### config.mk
export PLATFORM = sky130hd
export DESIGN_NAME = button_multi_click_classifier_top
export DESIGN_NICKNAME = d
export VERILOG_FILES = /design/src/hdl/bmc_pkg.sv /design/src/hdl/bmc_cfg.sv /design/src/hdl/bmc_step.sv /design/src/hdl/button_multi_click_classifier_top.sv
export SDC_FILE = /design/constraint.sdc
export NUM_CORES = 1
export LEC_CHECK = 0
export BUFFER_PORTS_ARGS = -buffer_cell sky130_fd_sc_hd__buf_4
export CELL_PAD_IN_SITES_DETAIL_PLACEMENT = 2
export CELL_PAD_IN_SITES_GLOBAL_PLACEMENT = 2
export CORE_MARGIN = 5
export CORE_UTILIZATION = 38
export DETAILED_ROUTE_END_ITERATION = 8
export GPL_TIMING_DRIVEN = 0
export PLACE_DENSITY = 0.78
export SYNTH_ARGS = -nofsm -noshare
export SYNTH_HDL_FRONTEND = slang
export SYNTH_SLANG_ARGS = --single-unit
### constraint.sdc
create_clock -name i_clk -period 15.75 [get_ports i_clk]
set_input_delay 3.15 -clock i_clk [delete_from_list [all_inputs] [get_ports i_clk]]
set_output_delay 3.15 -clock i_clk [all_outputs]
set_load 0.05 [all_outputs]
### src/hdl/bmc_pkg.sv
`default_nettype none

package bmc_pkg;

    localparam int unsigned CFG_WIDTH = 16;
    localparam int unsigned CFG_INDEX_WIDTH = 8;
    localparam int unsigned TALLY_WIDTH = 3;

    localparam logic [TALLY_WIDTH-1:0] TALLY_MAX = 3'd7;
    localparam logic [TALLY_WIDTH-1:0] TALLY_ONE = 3'd1;
    localparam logic [TALLY_WIDTH-1:0] TALLY_TRIPLE = 3'd3;

    localparam logic [CFG_INDEX_WIDTH-1:0] REG_MIN_PRESS = 8'd0;
    localparam logic [CFG_INDEX_WIDTH-1:0] REG_MAX_PRESS = 8'd1;
    localparam logic [CFG_INDEX_WIDTH-1:0] REG_MULTI_WINDOW = 8'd2;
    localparam logic [CFG_INDEX_WIDTH-1:0] REG_SINGLE_FAST = 8'd3;

    localparam logic [CFG_WIDTH-1:0] MIN_PRESS_RESET = 16'd50;
    localparam logic [CFG_WIDTH-1:0] MAX_PRESS_RESET = 16'd1000;
    localparam logic [CFG_WIDTH-1:0] MULTI_WINDOW_RESET = 16'd10000;
    localparam logic [CFG_WIDTH-1:0] SINGLE_FAST_RESET = 16'd1000;

    typedef enum logic [1:0] {
        EV_NONE   = 2'd0,
        EV_SHORT  = 2'd1,
        EV_TRIPLE = 2'd2,
        EV_QUINT  = 2'd3
    } t_event;

    typedef struct packed {
        logic [CFG_WIDTH-1:0] min_press_ms;
        logic [CFG_WIDTH-1:0] max_press_ms;
        logic [CFG_WIDTH-1:0] multi_window_ms;
        logic [CFG_WIDTH-1:0] single_fast_ms;
    } t_cfg;

endpackage

`default_nettype wire

### src/hdl/bmc_cfg.sv
`default_nettype none

module bmc_cfg (
    input  wire logic                                i_clk,
    input  wire logic                                i_rst_n,
    input  wire logic                                i_wr,
    input  wire logic [bmc_pkg::CFG_INDEX_WIDTH-1:0] i_index,
    input  wire logic [bmc_pkg::CFG_WIDTH-1:0]       i_data,
    output bmc_pkg::t_cfg                            o_cfg
);
    import bmc_pkg::*;

    t_cfg r_cfg;
    t_cfg n_cfg;

    always_comb begin
        n_cfg = r_cfg;
        if (i_wr) begin
            unique case (i_index)
                REG_MIN_PRESS:    n_cfg.min_press_ms = i_data;
                REG_MAX_PRESS:    n_cfg.max_press_ms = i_data;
                REG_MULTI_WINDOW: n_cfg.multi_window_ms = i_data;
                REG_SINGLE_FAST:  n_cfg.single_fast_ms = i_data;
                default:          n_cfg = r_cfg;
            endcase
        end
    end

    always_ff @(posedge i_clk) begin
        if (!i_rst_n) begin
            r_cfg.min_press_ms <= MIN_PRESS_RESET;
            r_cfg.max_press_ms <= MAX_PRESS_RESET;
            r_cfg.multi_window_ms <= MULTI_WINDOW_RESET;
            r_cfg.single_fast_ms <= SINGLE_FAST_RESET;
        end else begin
            r_cfg <= n_cfg;
        end
    end

    assign o_cfg = r_cfg;

endmodule

`default_nettype wire

### src/hdl/bmc_step.sv
`default_nettype none

module bmc_step #(
    parameter int unsigned QUINT_CLICKS = 5,
    parameter int unsigned TIME_BITS = 32
) (
    input  wire logic                            i_clk,
    input  wire logic                            i_rst_n,
    input  wire logic                            i_fire,
    input  wire logic                            i_pressed,
    input  wire logic [TIME_BITS-1:0]            i_now,
    input  wire bmc_pkg::t_cfg                   i_cfg,
    output bmc_pkg::t_event                      o_event,
    output logic [bmc_pkg::TALLY_WIDTH-1:0]      o_tally
);
    import bmc_pkg::*;

    logic                   r_held;
    logic                   n_held;
    logic [TIME_BITS-1:0]   r_press;
    logic [TIME_BITS-1:0]   n_press;
    logic [TIME_BITS-1:0]   r_burst;
    logic [TIME_BITS-1:0]   n_burst;
    logic [TALLY_WIDTH-1:0] r_tally;
    logic [TALLY_WIDTH-1:0] edge_tally;
    logic [TALLY_WIDTH-1:0] n_tally;
    logic [TIME_BITS-1:0]   dur;
    logic [TIME_BITS-1:0]   win;
    t_event                 ev;

    assign dur = i_now - r_press;
    assign win = i_now - n_burst;

    // press and release edges
    always_comb begin
        n_held = r_held;
        n_press = r_press;
        n_burst = r_burst;
        edge_tally = r_tally;
        priority if (i_pressed && !r_held) begin
            n_held = 1'b1;
            n_press = i_now;
            if (r_tally == '0) begin
                n_burst = i_now;
            end
        end else if (!i_pressed && r_held) begin
            n_held = 1'b0;
            if (dur >= TIME_BITS'(i_cfg.min_press_ms) && dur <= TIME_BITS'(i_cfg.max_press_ms)
                    && r_tally != TALLY_MAX) begin
                edge_tally = r_tally + TALLY_ONE;
            end
        end else begin
            n_held = r_held;
        end
    end

    // window checks
    always_comb begin
        ev = EV_NONE;
        n_tally = edge_tally;
        if (edge_tally != '0) begin
            priority if (edge_tally >= TALLY_WIDTH'(QUINT_CLICKS)
                    && win <= TIME_BITS'(i_cfg.multi_window_ms)) begin
                ev = EV_QUINT;
                n_tally = '0;
            end else if (win > TIME_BITS'(i_cfg.multi_window_ms)) begin
                if (edge_tally == TALLY_TRIPLE) begin
                    ev = EV_TRIPLE;
                end else if (edge_tally == TALLY_ONE) begin
                    ev = EV_SHORT;
                end
                n_tally = '0;
            end else if (edge_tally == TALLY_ONE && win > TIME_BITS'(i_cfg.single_fast_ms)
                    && !n_held) begin
                ev = EV_SHORT;
                n_tally = '0;
            end else begin
                n_tally = edge_tally;
            end
        end
    end

    always_ff @(posedge i_clk) begin
        if (!i_rst_n) begin
            r_held <= 1'b0;
            r_press <= '0;
            r_burst <= '0;
            r_tally <= '0;
        end else if (i_fire) begin
            r_held <= n_held;
            r_press <= n_press;
            r_burst <= n_burst;
            r_tally <= n_tally;
        end
    end

    assign o_event = ev;
    assign o_tally = n_tally;

endmodule

`default_nettype wire

### src/hdl/button_multi_click_classifier_top.sv
// path: an accepted request is held in the input register, and its result then
// moves into the result register once the result side can advance
// throughput: one request per cycle; input and result registers stall only
// when the result is not taken
// reset: synchronous active-low, clears the pipeline, button state and click
// tally, and loads the default timing registers
`default_nettype none

module button_multi_click_classifier_top #(
    parameter int unsigned QUINT_CLICKS = 5,
    parameter int unsigned TIME_BITS = 32
) (
    input  wire logic                                i_clk,
    input  wire logic                                i_rst_n,
    input  wire logic                                i_s_tvalid,
    output logic                                     o_s_tready,
    input  wire logic [39:0]                         i_s_tdata,   // pressed, now_ms
    output logic                                     o_m_tvalid,
    input  wire logic                                i_m_tready,
    output logic [7:0]                               o_m_tdata,   // event_res, clicks_pending
    input  wire logic                                i_cfg_valid,
    output logic                                     o_cfg_ready,
    input  wire logic [bmc_pkg::CFG_INDEX_WIDTH-1:0] i_cfg_index,
    input  wire logic [bmc_pkg::CFG_WIDTH-1:0]       i_cfg_data
);
    import bmc_pkg::*;

    logic                   r_in_vld;
    logic                   r_pressed;
    logic [TIME_BITS-1:0]   r_now;
    logic                   r_out_vld;
    t_event                 r_event;
    logic [TALLY_WIDTH-1:0] r_tally;
    logic                   advance;
    logic                   fire;
    logic                   accept;
    t_cfg                   cfg;
    t_event                 step_event;
    logic [TALLY_WIDTH-1:0] step_tally;

    assign advance = !r_out_vld || i_m_tready;
    assign fire = r_in_vld && advance;
    assign o_s_tready = !r_in_vld || advance;
    assign accept = i_s_tvalid && o_s_tready;
    assign o_cfg_ready = 1'b1;

    bmc_cfg u_cfg (
        .i_clk   (i_clk),
        .i_rst_n (i_rst_n),
        .i_wr    (i_cfg_valid),
        .i_index (i_cfg_index),
        .i_data  (i_cfg_data),
        .o_cfg   (cfg)
    );

    bmc_step #(
        .QUINT_CLICKS (QUINT_CLICKS),
        .TIME_BITS    (TIME_BITS)
    ) u_step (
        .i_clk     (i_clk),
        .i_rst_n   (i_rst_n),
        .i_fire    (fire),
        .i_pressed (r_pressed),
        .i_now     (r_now),
        .i_cfg     (cfg),
        .o_event   (step_event),
        .o_tally   (step_tally)
    );

    always_ff @(posedge i_clk) begin
        if (!i_rst_n) begin
            r_in_vld <= 1'b0;
            r_out_vld <= 1'b0;
        end else begin
            if (o_s_tready) begin
                r_in_vld <= i_s_tvalid;
            end
            if (advance) begin
                r_out_vld <= r_in_vld;
            end
        end
    end

    always_ff @(posedge i_clk) begin
        if (accept) begin
            r_pressed <= i_s_tdata[0];
            r_now <= i_s_tdata[TIME_BITS:1];
        end
        if (fire) begin
            r_event <= step_event;
            r_tally <= step_tally;
        end
    end

    assign o_m_tvalid = r_out_vld;
    assign o_m_tdata = {3'b000, r_tally, r_event};

endmodule

`default_nettype wire

==> results of run 1 <==
-- cells by family after synthesis --
group | after synthesis
buffers and inverters | 169
AOI/OAI and AO/OA | 389
xor gates and xnor gates | 42
adders and majority gates | 131
other | 2
DFF | 172
muxes | 69
and+or+nand+nor | 422
-- flip-flops by register name, indices dropped and copies added (netlist names) --
register,cells
r_tally,3
r_in_vld,1
u_step.r_tally,3
o_m_tvalid,1
u_step.r_burst,32
r_pressed,1
u_step.r_press,32
u_step.r_held,1
r_event,2
r_now,32
u_cfg.o_cfg,64
-- stage by stage --
| step | setup slack, ps | hold WS (ps) | utilization | area, um^2 | total power (uW) |
|---|---|---|---|---|---|
| after floorplan | 8940 | 441 | - | 12000 | 742 |
| after global placement | 8830 | 449 | 0.415 | 13000 | 846 |
| after detailed placement | 8810 | 462 | 0.415 | 13000 | 863 |
| after CTS | 8800 | 471 | 0.434 | 13600 | 1320 |
| after global routing | 8730 | 494 | 0.434 | 13600 | 1380 |
| final | 8790 | 469 | 0.434 | 13600 | 1300 |
-- synthesized netlist by cell type, types with 9 or more instances --
cell type  number  share of area
xnor2_1        22          0.016
nand3_1        15         0.0063
mux2i_1        63          0.053
o21bai_1       10         0.0063
o211a_1        31          0.026
a211oi_1        9         0.0056
nor2_1         43          0.013
o211ai_1       27          0.017
a21boi_0       61          0.038
o21ai_0        47          0.020
xor2_1         20          0.015
a21o_1         37          0.023
a21oi_1        80          0.033
nand2_1       222          0.069
ha_1          129           0.13
clkbuf_1       48          0.015
inv_1         109          0.034
nand4_1        25          0.013
nor2b_1        37          0.019
dfxtp_1       134           0.22
o21a_1         22          0.014
nor3_1         13         0.0054
edfxtp_1       38          0.095
-- power by group through the flow --
stage	clock network (uW)	registers [uW]	logic [uW]
after floorplan	0	486	256
after global placement	0	491	355
after detailed placement	0	491	372
after CTS	457	482	379
after global routing	475	483	419
final	446	481	377
-- critical path: cells and delay by family --
family / cells / cell delay [ps]
buffers and inverters: 2 / 310
AND/OR/NAND/NOR: 2 / 350
-- final timing paths --
path	startpoint	to	slack [ps]	cells past startpoint
setup / recovery	i_m_tready	o_s_tready	8790	4
hold / removal	u_step.r_press[26]$_SDFFE_PN0P_	u_step.r_press[26]$_SDFFE_PN0P_	470	2
setup reg to reg	u_step.r_tally[0]$_SDFFE_PN0P_	r_event[0]$_SDFFCE_PP0P_	9210	22
hold reg to reg	u_step.r_press[26]$_SDFFE_PN0P_	u_step.r_press[26]$_SDFFE_PN0P_	470	2
-- cell type report --
class                   instances  share of cell area
flip-flops and latches        172               0.281
multi-input cells            1057               0.554
clock inverters                10             0.00818
well taps                     402              0.0369
inverters                     109              0.0300
plain buffers                  60              0.0179
repair buffers                 67              0.0369
clock buffers                  22              0.0356
-- routing by layer --
metal / up-vias / part of all wire / track usage
li1: 5155 / - / -
met1: 5344 / 0.45 / 0.299
met2: 139 / 0.50 / 0.432
met3: 37 / 0.025 / 0.0348
met4: 0 / 0.019 / 0.0607
met5: - / 0 / 0
-- layout by cell type, fill, tap and decap left out, types with 47 or more instances in the layout --
| cell type | synthesis | layout |
|---|---|---|
| a21boi_0 | 61 | 61 |
| a21oi_1 | 80 | 80 |
| buf_4 | 4 | 71 |
| clkbuf_1 | 48 | 50 |
| dfxtp_1 | 134 | 134 |
| ha_1 | 129 | 129 |
| inv_1 | 109 | 109 |
| mux2i_1 | 63 | 63 |
| nand2_1 | 222 | 222 |
| o21ai_0 | 47 | 47 |
==> results.json, run 1 <==
{
  "vdd_ir_drop_max_mv": 0.117,
  "post_synth_fa_ha_maj_area_fraction": 0.138,
  "globalRouteTotalUtil": 0.239,
  "core.rowCount": 65,
  "leakagePower_uw": 0.00575,
  "first_global_vias": 11800,
  "syn-instance-count": 1396,
  "final-setup-viol-count": 0,
  "grt_first_pass_wirelength_mm": 66.7,
  "area.growth.synth_to_final_pct": 13.4,
  "layout_skew_ps": 11.7,
  "core_um2": 31400,
  "internal_power_uw": 866,
  "numCtsBuffers": 17,
  "drt_drc_violations_left": 0,
  "compound_gate_fraction_of_synth_area": 0.229,
  "path_common_cell": "buf_4",
  "route.detailed.vias_per_inst": 5.62,
  "largest_family_of_logic_cells_by_synthesized_area": "compound AO/OA/AOI/OAI gates",
  "run_status": "finished, final reports clean",
  "post_cts_hold_buffer_count": 0,
  "sw_pwr_uw": 439,
  "antenna_cells_inserted": 0,
  "routabilityCongestion": 0.842,
  "crit_path_start_kind": "primary input",
  "pin_count": 80,
  "cts_max_path_buffers": 2,
  "synth_seq_cells": 172,
  "wirelength_mm": 42.5,
  "detailedRoute.firstIterationViolations": 367,
  "drt-pass1-iter-count": 5,
  "finalHoldViolations": 0,
  "endpoint_type_of_the_worst_setup_path": "output port",
  "tns_ps": 0,
  "die_y_um": 188,
  "final_nets": 1684,
  "clock_insertion_delay_worst_skew_ps": 460,
  "final_period_minus_worst_setup_slack_ps": 6960,
  "cpMaxStageDelayCell": "nor2b_1",
  "power.share.clock": 0.342,
  "worst-slew-pin-transition_ps": 1100,
  "vias": 10700,
  "die_area_um2": 35300,
  "place.detailed.instances": 1867,
  "synth.mux.area_fraction": 0.0585,
  "synth_cell_types": 86,
  "power_density_nw_per_um2": 95.8,
  "slew-limit-headroom": 0.264,
  "cts_setup_buffers": 0,
  "htree_num_levels": 4,
  "netSwitchingFraction": 0.336,
  "ys_seq_area_frac": 0.318,
  "fraction_of_synthesized_cell_area_in_xor_and_xnor_cells": 0.0306,
  "clk_pin_slew_worst_paths_ps": 60,
  "tritoncts": "yes",
  "floorplan_die_width_um": 188,
  "worst-endpoint-arrival_ps": 3810,
  "non_filler_cells_in_the_finished_layout": 1899,
  "grt_start_max_net_pins": 34,
  "critical_path.cell_chain": "buf_4, nor2b_1, nand2_1, buf_4",
  "clock_sink_count": 172,
  "syn_area_um2": 12000,
  "wl_per_cell_um": 22.4,
  "synth-async-reset-ratio": 0,
  "cpPeakStageDelay_ps": 230,
  "critPathRequiredTime_ps": 12600,
  "comb_power_share": 0.289,
  "synthesis.area_per_instance_um2": 8.60,
  "regArea_um2": 3820,
  "post_route_cells_drive_above_1_share": 0.0868,
  "initial_utilization": 0.382,
  "port_buffer_count": 67,
  "detailedPlacementHpwl_mm": 33.5,
  "detail-route-antenna-nets": 0,
  "cts.repair.resized": 0,
  "root_buffer_selected_by_cts": "clkbuf_16",
  "simple_gate_share_of_the_synthesized_area": 0.171,
  "synth_edf_count": 38,
  "yosys_warning_count": 0,
  "rsz0062_at_grt": "no",
  "period_share": 0.442,
  "maxCapViolations": 0,
  "power.share.sequential": 0.369,
  "timing.final.max_slew_violations": 0,
  "holdCritPathClass": "reg2reg",
  "multi_input_area_um2": 7540,
  "setup.worst_path.class": "in2out",
  "filler_cell_count": 3541,
  "grt_overflow_total": 0,
  "fmaxAchievable_mhz": 144,
  "yosys_most_used_dff": "dfxtp_1",
  "path_max_fanout": 4,
  "antenna_found_initial": 1
}
Note: power is estimated with default switching activity, not from simulation.
==> run 2: changes to the inputs <==
--- a/config.mk
+++ b/config.mk
@@ -5,14 +5,15 @@
 export SDC_FILE = /design/constraint.sdc
 export NUM_CORES = 1
 export LEC_CHECK = 0
+export ABC_AREA = 1
 export BUFFER_PORTS_ARGS = -buffer_cell sky130_fd_sc_hd__buf_4
 export CELL_PAD_IN_SITES_DETAIL_PLACEMENT = 2
 export CELL_PAD_IN_SITES_GLOBAL_PLACEMENT = 2
 export CORE_MARGIN = 5
-export CORE_UTILIZATION = 38
+export CORE_UTILIZATION = 32
 export DETAILED_ROUTE_END_ITERATION = 8
 export GPL_TIMING_DRIVEN = 0
-export PLACE_DENSITY = 0.78
+export PLACE_DENSITY = 0.75
 export SYNTH_ARGS = -nofsm -noshare
 export SYNTH_HDL_FRONTEND = slang
 export SYNTH_SLANG_ARGS = --single-unit
==> constraint.sdc (replaced) <==
create_clock -name i_clk -period 6.39 [get_ports i_clk]
set_input_delay 1.278 -clock i_clk [delete_from_list [all_inputs] [get_ports i_clk]]
set_output_delay 1.278 -clock i_clk [all_outputs]
set_load 0.05 [all_outputs]
==> results.json, run 2 <==
{
  "routabilityCongestion": 0.829,
  "timing.final.max_slew_violations": 0,
  "sw_pwr_uw": 1460,
  "cts.repair.resized": 0,
  "wirelength_mm": 50.8,
  "cts_max_path_buffers": 2,
  "final_standard_cell_area_without_fillers_um2": 14700,
  "tns_ps": 0,
  "post-synth-top-area-cell": "dfxtp_1",
  "netlist_top_cells_count": "nand2_1, inv_1, a21oi_1, nor2_1, o21ai_0",
  "yosys_warning_count": 0,
  "cpMaxStageDelayCell": "buf_1",
  "clock_insertion_delay_worst_skew_ps": 480,
  "die_y_um": 211,
  "synth.top_cell.area_share": 0.207,
  "wl_per_cell_um": 19.9,
  "synthesis.area_per_instance_um2": 6.74,
  "preCtsSetupSlack_ps": 409,
  "grt_first_pass_wirelength_mm": 79.2,
  "worstHoldPathCells": 2,
  "worstHoldEndpoint": "u_step.r_press[3]$_SDFFE_PN0P_",
  "cts_setup_buffers": 0,
  "core.rowCount": 73,
  "htree_num_levels": 4,
  "synth_top_cells_by_area": "dfxtp_1, nand2_1, ha_1",
  "synth_edf_count": 38,
  "port_buffer_count": 67,
  "worst-endpoint-arrival_ps": 6080,
  "vdd_ir_drop_max_mv": 0.187,
  "route.detailed.vias_per_inst": 5.07,
  "final_common_cell": "nand2_1",
  "layout_skew_ps": 27.4,
  "synth_cell_types": 51,
  "ys_seq_area_frac": 0.295,
  "syn_area_um2": 13000,
  "cpPeakStageDelay_ps": 760,
  "critPathRequiredTime_ps": 6590,
  "hold_start": "u_step.r_press[3]$_SDFFE_PN0P_",
  "die_area_um2": 44600,
  "grt_overflow_total": 0,
  "area.growth.synth_to_final_pct": 13.7,
  "fin_ws_ps": 511,
  "synth-async-reset-ratio": 0,
  "rr_worst_depth": 24,
  "multi_input_area_um2": 7570,
  "crit-reg2reg-launch": "u_step.r_tally[0]$_SDFFE_PN0P_",
  "worst-slew-pin-transition_ps": 950,
  "antenna_found_initial": 0,
  "drt-pass1-iter-count": 5,
  "fmaxAchievable_mhz": 170,
  "maxCapViolations": 0,
  "yosys_most_used_dff": "dfxtp_1",
  "detail-route-antenna-nets": 0,
  "leakagePower_uw": 0.00739,
  "finalHoldViolations": 0,
  "run_status": "finished, final reports clean",
  "netSwitchingFraction": 0.408,
  "filler_cell_count": 4863,
  "first_global_vias": 14100,
  "crit_path_start_kind": "register",
  "numCtsBuffers": 17,
  "yosys.cell_count.top_type": "nand2_1",
  "synth_seq_cells": 172,
  "floorplan_die_width_um": 211,
  "place_area_um2": 14100,
  "layout_common_cells": "nand2_1, inv_1, a21oi_1",
  "comb_power_share": 0.359,
  "clk_pin_slew_worst_paths_ps": 80,
  "tritoncts": "yes",
  "grt_start_max_net_pins": 34,
  "antenna_cells_inserted": 0,
  "holdCritPathClass": "reg2reg",
  "pin_count": 80,
  "power.share.sequential": 0.334,
  "vias": 12900,
  "endpoint_type_of_the_worst_setup_path": "register",
  "clock_sink_count": 172,
  "core_um2": 39900,
  "setup.worst_path.class": "reg2reg",
  "slew-limit-headroom": 0.367,
  "flip_flop_count_of_the_largest_register_all_copies_and_words_added": 64,
  "internal_power_uw": 2110,
  "final_nets": 2212,
  "detailedRoute.firstIterationViolations": 396,
  "critical_path.cell_chain": "inv_1, ha_1, inv_1, nor2_1, nand2_1, buf_1, mux2i_1, ha_1, a21oi_1, nand2_1, nand2_1, nand2_1, nand2_1, nand2_1, xor2_1, ha_1, a21oi_1, o21ai_0, nand4_1, o2111ai_1, nand2_1, nand4_2, nand3_1, nand3_1",
  "drt_drc_violations_left": 0,
  "post_cts_hold_buffer_count": 0,
  "syn-instance-count": 1924,
  "period_share": 0.920,
  "detailedPlacementHpwl_mm": 43.1,
  "path_common_cell": "nand2_1",
  "final-setup-viol-count": 0,
  "power.share.clock": 0.306,
  "worst_reg2reg_path_endpoint": "r_event[0]$_SDFFCE_PP0P_",
  "post_route_cells_drive_above_1_share": 0.0760,
  "rsz0062_at_grt": "no",
  "rrSetupSlack_ps": 510,
  "root_buffer_selected_by_cts": "clkbuf_16",
  "power_density_nw_per_um2": 242,
  "initial_utilization": 0.325,
  "final_period_minus_worst_setup_slack_ps": 5880,
  "regArea_um2": 3820,
  "globalRouteTotalUtil": 0.228,
  "path_max_fanout": 10
}
run 2: per-layer routing:
| layer | part of all wire | GRT usage | wire [um] |
|---|---|---|---|
| met1 | 0.48 | 0.301 | 24300 |
| met2 | 0.49 | 0.403 | 24900 |
| met3 | 0.013 | 0.0239 | 658 |
| met4 | 0.017 | 0.0521 | 873 |
| met5 | 0 | 0 | 0 |
run 2: how the worst max path moves through the flow:
stage | start | endpoint | depth (start not counted)
after detailed placement | u_step.r_tally[0]$_SDFFE_PN0P_ | r_tally[0]$_DFFE_PP_ | 23
after CTS | u_step.r_tally[0]$_SDFFE_PN0P_ | r_tally[0]$_DFFE_PP_ | 23
after floorplan | u_step.r_tally[0]$_SDFFE_PN0P_ | r_event[0]$_SDFFCE_PP0P_ | 27
after global placement | u_step.r_tally[0]$_SDFFE_PN0P_ | r_event[0]$_SDFFCE_PP0P_ | 22
after global routing | u_step.r_tally[0]$_SDFFE_PN0P_ | u_step.r_tally[1]$_SDFFE_PN0P_ | 26
final | u_step.r_tally[0]$_SDFFE_PN0P_ | r_event[0]$_SDFFCE_PP0P_ | 24
run 2: critical path: cells and delay by family, from the launching register on:
family	cells	cell delay (ps)
and+or+nand+nor	12	2050
xor gates and xnor gates	1	380
adders and majority gates	3	880
muxes	1	330
AOI/OAI and AO/OA	4	700
buffers and inverters	3	900
DFF	1	390
run 2: cell families after synthesis:
logic type / Yosys count / synth area share
muxes: 29 / 0.0224
AOI/OAI and AO/OA: 372 / 0.157
buffers and inverters: 416 / 0.122
xor gates and xnor gates: 30 / 0.0203
adders and majority gates: 131 / 0.128
DFF: 172 / 0.295
other: 2 / 0.000580
and+or+nand+nor: 772 / 0.255
run 2: through the flow:
stage	hold slack [ps]	util	cells	total power, uW
2_1_floorplan	433	-	1926	2070
3_3_place_gp	445	0.354	2518	2440
3_5_place_dp	456	0.354	2518	2500
4_1_cts	468	0.369	2550	3610
5_1_grt	494	0.369	2550	3820
6_report	463	0.369	2550	3570
run 2: power groups by stage:
stage | sequential (uW) | combinational (uW) | clock [uW]
3_3_place_gp | 1210 | 1220 | 0
2_1_floorplan | 1200 | 862 | 0
5_1_grt | 1200 | 1460 | 1160
3_5_place_dp | 1220 | 1280 | 0
6_report | 1190 | 1280 | 1090
4_1_cts | 1190 | 1300 | 1120
run 2: layout make-up:
class                   instances  share of cell area
repair buffers                 67              0.0341
plain buffers                  46              0.0127
clock buffers                  17              0.0289
well taps                     525              0.0446
multi-input cells            1338               0.513
clock inverters                15              0.0125
flip-flops and latches        172               0.259
inverters                     370              0.0943
